--- src/hw/rtl/hpfc_pkg.sv ---
// Package: item types, action codes and conversion functions for the format converter
package hpfc_pkg;

    localparam logic [1:0] ACT_NARROW = 2'd0;
    localparam logic [1:0] ACT_WIDEN32 = 2'd1;
    localparam logic [1:0] ACT_WIDEN64 = 2'd2;

    localparam logic [2:0] CLS_ZERO = 3'd0;
    localparam logic [2:0] CLS_FINITE = 3'd1;
    localparam logic [2:0] CLS_POS_INF = 3'd2;
    localparam logic [2:0] CLS_NEG_INF = 3'd3;
    localparam logic [2:0] CLS_NAN = 3'd4;

    typedef struct packed {
        logic [1:0]  action;
        logic [31:0] operand_bits;
    } in_item_t;

    typedef struct packed {
        logic [63:0] result_bits;
        logic [2:0]  half_class;
    } out_item_t;

    function automatic logic [15:0] narrow_to_half(input logic [31:0] x);
        logic        sgn;
        logic [7:0]  e;
        logic [22:0] m;
        logic [14:0] h;
        logic [12:0] rem;
        logic [23:0] sig;
        logic [4:0]  sh;
        logic [23:0] rm;
        logic [23:0] hf;
        logic [10:0] q;
        begin
            sgn = x[31];
            e   = x[30:23];
            m   = x[22:0];
            h   = 15'd0;
            rem = m[12:0];
            sig = {1'b1, m};
            sh  = 5'd0;
            rm  = 24'd0;
            hf  = 24'd0;
            q   = 11'd0;
            if (e == 8'hff)
            begin
                h = (m != 23'd0) ? 15'h7e00 : 15'h7c00;
            end
            else if (e > 8'd142)
            begin
                h = 15'h7c00;
            end
            else if (e >= 8'd113)
            begin
                h = {5'(e - 8'd112), m[22:13]};
                if (rem > 13'h1000 || (rem == 13'h1000 && h[0]))
                begin
                    h = h + 15'd1;
                end
            end
            else if (e >= 8'd102)
            begin
                sh = 5'(8'd126 - e);
                hf = 24'd1 << (sh - 5'd1);
                rm = sig & ((24'd1 << sh) - 24'd1);
                q  = 11'(sig >> sh);
                h  = {4'd0, q};
                if (rm > hf || (rm == hf && q[0]))
                begin
                    h = h + 15'd1;
                end
            end
            narrow_to_half = {sgn, h};
        end
    endfunction

    function automatic logic [2:0] classify_half(input logic [15:0] h);
        begin
            if (h[14:0] == 15'd0)
            begin
                classify_half = CLS_ZERO;
            end
            else if (h[14:10] == 5'h1f)
            begin
                if (h[9:0] != 10'd0)
                begin
                    classify_half = CLS_NAN;
                end
                else
                begin
                    classify_half = h[15] ? CLS_NEG_INF : CLS_POS_INF;
                end
            end
            else
            begin
                classify_half = CLS_FINITE;
            end
        end
    endfunction

    function automatic logic [63:0] widen_half(input logic [15:0] h, input logic wide);
        logic        sgn;
        logic [4:0]  ex;
        logic [9:0]  mn;
        logic [3:0]  p;
        logic [10:0] e_out;
        logic [9:0]  mnorm;
        begin
            sgn   = h[15];
            ex    = h[14:10];
            mn    = h[9:0];
            p     = 4'd0;
            e_out = 11'd0;
            mnorm = 10'd0;
            for (int i = 0; i < 10; i++)
            begin
                if (mn[i])
                begin
                    p = 4'(i);
                end
            end
            if (ex == 5'h1f)
            begin
                if (mn != 10'd0)
                begin
                    widen_half = wide ? 64'h7ff8000000000000 : 64'h7fc00000;
                end
                else
                begin
                    widen_half = wide ? {sgn, 63'h7ff0000000000000}
                                      : {32'd0, sgn, 31'h7f800000};
                end
            end
            else if (ex == 5'd0 && mn == 10'd0)
            begin
                widen_half = wide ? {sgn, 63'd0} : {32'd0, sgn, 31'd0};
            end
            else
            begin
                if (ex == 5'd0)
                begin
                    mnorm = 10'(mn << (4'd10 - p));
                    e_out = wide ? 11'(p) + 11'd999 : 11'(p) + 11'd103;
                end
                else
                begin
                    mnorm = mn;
                    e_out = wide ? 11'(ex) + 11'd1008 : 11'(ex) + 11'd112;
                end
                widen_half = wide ? {sgn, e_out, mnorm, 42'd0}
                                  : {32'd0, sgn, e_out[7:0], mnorm, 13'd0};
            end
        end
    endfunction

endpackage

--- src/hw/rtl/half_precision_format_converter.sv ---
// Top level: registered binary32/binary16/binary64 format converter
// An accepted item enters the input register, then is converted into the result register.
// Throughput: one item per cycle unless the output stalls; conversion is one pass of logic.
// Stall on the output propagates to the input only when both registers are full.
// Reset clears the valid flags only; payload registers are not reset.
module half_precision_format_converter (
    input  logic                clk,
    input  logic                rst_n,
    input  logic                in_valid,
    output logic                in_stall,
    input  hpfc_pkg::in_item_t  in_item,
    output logic                out_valid,
    input  logic                out_stall,
    output hpfc_pkg::out_item_t out_item
);

    hpfc_pkg::in_item_t  src_reg;
    logic                src_valid_reg;
    hpfc_pkg::out_item_t res_reg;
    logic                res_valid_reg;
    hpfc_pkg::out_item_t res_next;
    logic [15:0]         half;
    logic                res_load;

    assign res_load  = !res_valid_reg || !out_stall;
    assign in_stall  = src_valid_reg && !res_load;
    assign out_valid = res_valid_reg;
    assign out_item  = res_reg;

    always_comb
    begin
        half     = src_reg.operand_bits[15:0];
        res_next = '0;
        case (src_reg.action)
            hpfc_pkg::ACT_NARROW:
            begin
                half = hpfc_pkg::narrow_to_half(src_reg.operand_bits);
                res_next.result_bits = {48'd0, half};
                res_next.half_class  = hpfc_pkg::classify_half(half);
            end
            hpfc_pkg::ACT_WIDEN32, hpfc_pkg::ACT_WIDEN64:
            begin
                res_next.result_bits = hpfc_pkg::widen_half(half,
                    src_reg.action == hpfc_pkg::ACT_WIDEN64);
                res_next.half_class  = hpfc_pkg::classify_half(half);
            end
            default:
            begin
                res_next = '0;
            end
        endcase
    end

    always_ff @(posedge clk or negedge rst_n)
    begin
        if (!rst_n)
        begin
            src_valid_reg <= 1'b0;
            res_valid_reg <= 1'b0;
        end
        else
        begin
            if (!in_stall)
            begin
                src_valid_reg <= in_valid;
            end
            if (res_load)
            begin
                res_valid_reg <= src_valid_reg;
            end
        end
    end

    always_ff @(posedge clk)
    begin
        if (in_valid && !in_stall)
        begin
            src_reg <= in_item;
        end
        if (res_load && src_valid_reg)
        begin
            res_reg <= res_next;
        end
    end

endmodule
--- config.mk ---
export PLATFORM = sky130hd
export DESIGN_NAME = half_precision_format_converter
export DESIGN_NICKNAME = d
export VERILOG_FILES = /design/src/hw/rtl/hpfc_pkg.sv /design/src/hw/rtl/half_precision_format_converter.sv
export SDC_FILE = /design/constraint.sdc
export NUM_CORES = 1
export LEC_CHECK = 0
export BUFFER_PORTS_ARGS = -buffer_cell sky130_fd_sc_hd__buf_2
export CAP_MARGIN = 20
export CORE_MARGIN = 3
export CORE_UTILIZATION = 55
export DETAILED_ROUTE_END_ITERATION = 7
export GPL_TIMING_DRIVEN = 0
export PLACE_DENSITY = 0.77
export SYNTH_ARGS = -nofsm -noshare
export SYNTH_HDL_FRONTEND = slang
export SYNTH_SLANG_ARGS = --single-unit
--- constraint.sdc ---
create_clock -name clk -period 8.7 [get_ports clk]
set_clock_uncertainty 0.1 [all_clocks]
set_input_delay 0.435 -clock clk [delete_from_list [all_inputs] [get_ports clk]]
set_output_delay 0.435 -clock clk [all_outputs]
set_load 0.01 [all_outputs]
==> results.sh <==
export IMPL_cellLeakagePower_nw=3.552
export IMPL_hold_path_class="in -> reg"
export IMPL_grt_max_degree=35
export IMPL_die_width_um=125.0
export IMPL_cp_arrival_ps=8080
export IMPL_worst_slack_ps=653.9
export IMPL_syn_cell_area_um2=7782
export IMPL_grt_pass1_wl_mm=36.49
export IMPL_io_buffers=96
export IMPL_yosysTopAreaCell="edfxtp_1"
export IMPL_drtIter0Drc=858
export IMPL_hold_viol_final=0
export IMPL_yosys_warnings=0
export IMPL_crit_slowest_cell="xor2_1"
export IMPL_drive_gt1_share_pct=18.73
export IMPL_cp_required_ps=8730
export IMPL_drv_cap=0
export IMPL_yosysMostFrequentCell="nor2_1"
export IMPL_ys_ff_latch=89
export IMPL_fillers=1161
export IMPL_worst_path_largest_cell_delay_ps=740
export IMPL_power_density_nw_per_um2=162.3
export IMPL_coreArea_um2=13560
export IMPL_reg2reg_depth=28
export IMPL_ys_top_cells_by_count="111 x nor2_1, 87 x edfxtp_1, 87 x nand2_1"
export IMPL_synth_edf_count=87
export IMPL_worstSetupEndpointType="flop"
export IMPL_cts_root_buf="clkbuf_16"
export IMPL_synthFlopType="edfxtp_1"
export IMPL_fmax_ghz=0.1243
export IMPL_r2r_start="src_reg[24]"
export IMPL_crit_fanout=10
export IMPL_setup_viol=0
export IMPL_place_hpwl_mm=17.47
export IMPL_viasPerCell=6.248
export IMPL_reg2reg_to="out_item[0]"
export IMPL_layout_worst_path_cycle_share_pct=92.48
export IMPL_dp_slack_ps=939.4
export IMPL_nNetsFinal=1085
export IMPL_h_tree_depth=3
export IMPL_max_slew_margin_rel_pct=21.69
export IMPL_clock_sinks=89
export IMPL_final_antenna_net_count=0
export IMPL_yosys_top_cells_area="edfxtp_1 34%, ha_1 6.9%, nor2_1 5.4%"
export IMPL_slew_violations=0
export IMPL_worstMarginPinSlew_ps=1145
export IMPL_dieHeight_um=125.0
export IMPL_clockBufferDepth=2
export IMPL_synth_top_area_share_pct=33.57
export IMPL_grt_overflow_total=0
export IMPL_initial_core_util_pct=57.40
export IMPL_worst_setup_path_start_kind="flop"
export IMPL_crit_start="src_reg[24]"
export IMPL_routedWlPerCell_um=19.34
export IMPL_post_cts_resized=0
export IMPL_syn2layout_area_growth_pct=14.16
export IMPL_numCtsBuffers=9
export IMPL_firstDrtPassIters=5
export IMPL_seq_area_um2=2663
export IMPL_ios=107
export IMPL_syn_area_per_cell_um2=8.784
export IMPL_drc_errors=0
export IMPL_clk_latency_ps=350
export IMPL_critical_path_class="reg -> reg"
export IMPL_r2r_slack_ps=650
export IMPL_ir_drop_mv=0.1281
export IMPL_multiInputGateArea_um2=4696
export IMPL_route_vias_total=7404
export IMPL_synth_async_reset_ratio_pct=2.247
export IMPL_total_power_mw=1.442
export IMPL_place_gp_congestion=0.9914
export IMPL_cts_tree="done"
export IMPL_post_cts_buffers=0
export IMPL_n_antenna_cell=0
export IMPL_syn_instance_count=886
export IMPL_die_area_um2=15610
export IMPL_grt_total_usage_pct=28.91
export IMPL_status="complete, no violations"
export IMPL_row_count=42
export IMPL_antenna_found_initial=0
export IMPL_setup_total_negative_slack_ps=0
export IMPL_crit_path_end="out_item[0]"
export IMPL_rsz0062_at_grt="false"
export IMPL_clk_pin_slew_ps=70
export IMPL_largest_reg_flops=53
export IMPL_first_global_vias=6911
export IMPL_totalWireLength_mm=22.92
export IMPL_synth_cell_types=83
export IMPL_ys_seq_area_share_pct=34.21
export IMPL_cts_hold_buffers=1
export IMPL_min_period_ps=8046
==> stage by stage <==
stage | cells | area (um2) | hold WS, ps | util, %
2_1_floorplan | 895 | 7816 | 39.41 | -
3_3_place_gp | 1167 | 8517 | 122.6 | 62.82
3_5_place_dp | 1168 | 8549 | 121.0 | 63.06
4_1_cts | 1185 | 8885 | 142.6 | 65.53
5_1_grt | 1185 | 8885 | 149.7 | 65.53
6_report | 1185 | 8885 | 152.9 | 65.53
==> layout make-up <==
class                      count  share of cell area [%]
tap                          176                   2.479
inverter                      22                  0.9294
clock buffer                   9                   2.535
multi-input combinational    707                   52.85
clock inverter                 7                   1.127
sequential                    89                   29.97
buffer                        77                   4.366
timing repair buffer          98                   5.746
==> worst min-delay path by stage <==
stage,startpoint,to,slack [ps],cells after the start
2_1_floorplan,rst_n,out_valid,40,0
4_1_cts,in_item[23],src_reg[23],140,1
6_report,in_item[18],src_reg[18],150,1
3_3_place_gp,rst_n,src_valid_reg,120,1
5_1_grt,in_item[18],src_reg[18],150,1
3_5_place_dp,rst_n,src_valid_reg,120,1
==> critical path: cells and delay by family (launching register included) <==
kind | cells | cell delay (ps)
buffers and inverters | 3 | 750
adder cells (fa/ha/maj) | 3 | 730
flip-flops | 1 | 560
XOR/XNOR | 1 | 740
AND/OR/NAND/NOR | 11 | 2230
AO/OA/AOI/OAI | 10 | 2670
==> metal layers <==
metal	share of wire, %	routed length [um]	global-route usage (%)	up-vias
met5	0	0	0	-
met4	3.9	889	12.18	0
met3	11	2435	6.141	83
met2	44	10050	43.32	445
met1	42	9539	40.86	3406
li1	-	-	-	3470
==> power breakdown <==
part | internal, mW | total [mW] | switching (mW)
combinational | 0.188 | 0.496 | 0.308
clock | 0.254 | 0.417 | 0.163
sequential | 0.510 | 0.529 | 0.0190
total | 0.952 | 1.44 | 0.490
==> layout by cell type (no fill, tap or decap), types with 7 or more instances in the layout <==
cell type	instances
a22oi_1	8
ha_1	43
nor4_1	8
edfxtp_1	87
nand2_1	87
buf_1	7
mux2_2	10
clkbuf_16	9
nor3_1	26
nand2b_1	11
xor2_1	11
nand3_1	43
o21a_1	7
mux4_2	9
nand4_1	12
inv_1	19
and2_1	19
clkbuf_1	41
o21ai_0	45
buf_2	103
nor2_1	111
mux2i_1	31
nor2b_1	21
a31oi_1	9
buf_4	20
conb_1	10
and3_1	15
a21oi_1	48
xnor2_1	18
==> cell families after synthesis <==
family                     Yosys count  share of synthesized area [%]
adders and majority gates           43                          6.913
and+or+nand+nor                    384                          24.49
other                                1                        0.04819
AOI/OAI and AO/OA                  188                          16.22
DFF                                 89                          34.21
buffers and inverters               99                          6.045
xor gates and xnor gates            32                          4.035
muxes                               50                          8.039
Power figures use the tool's default switching activity.
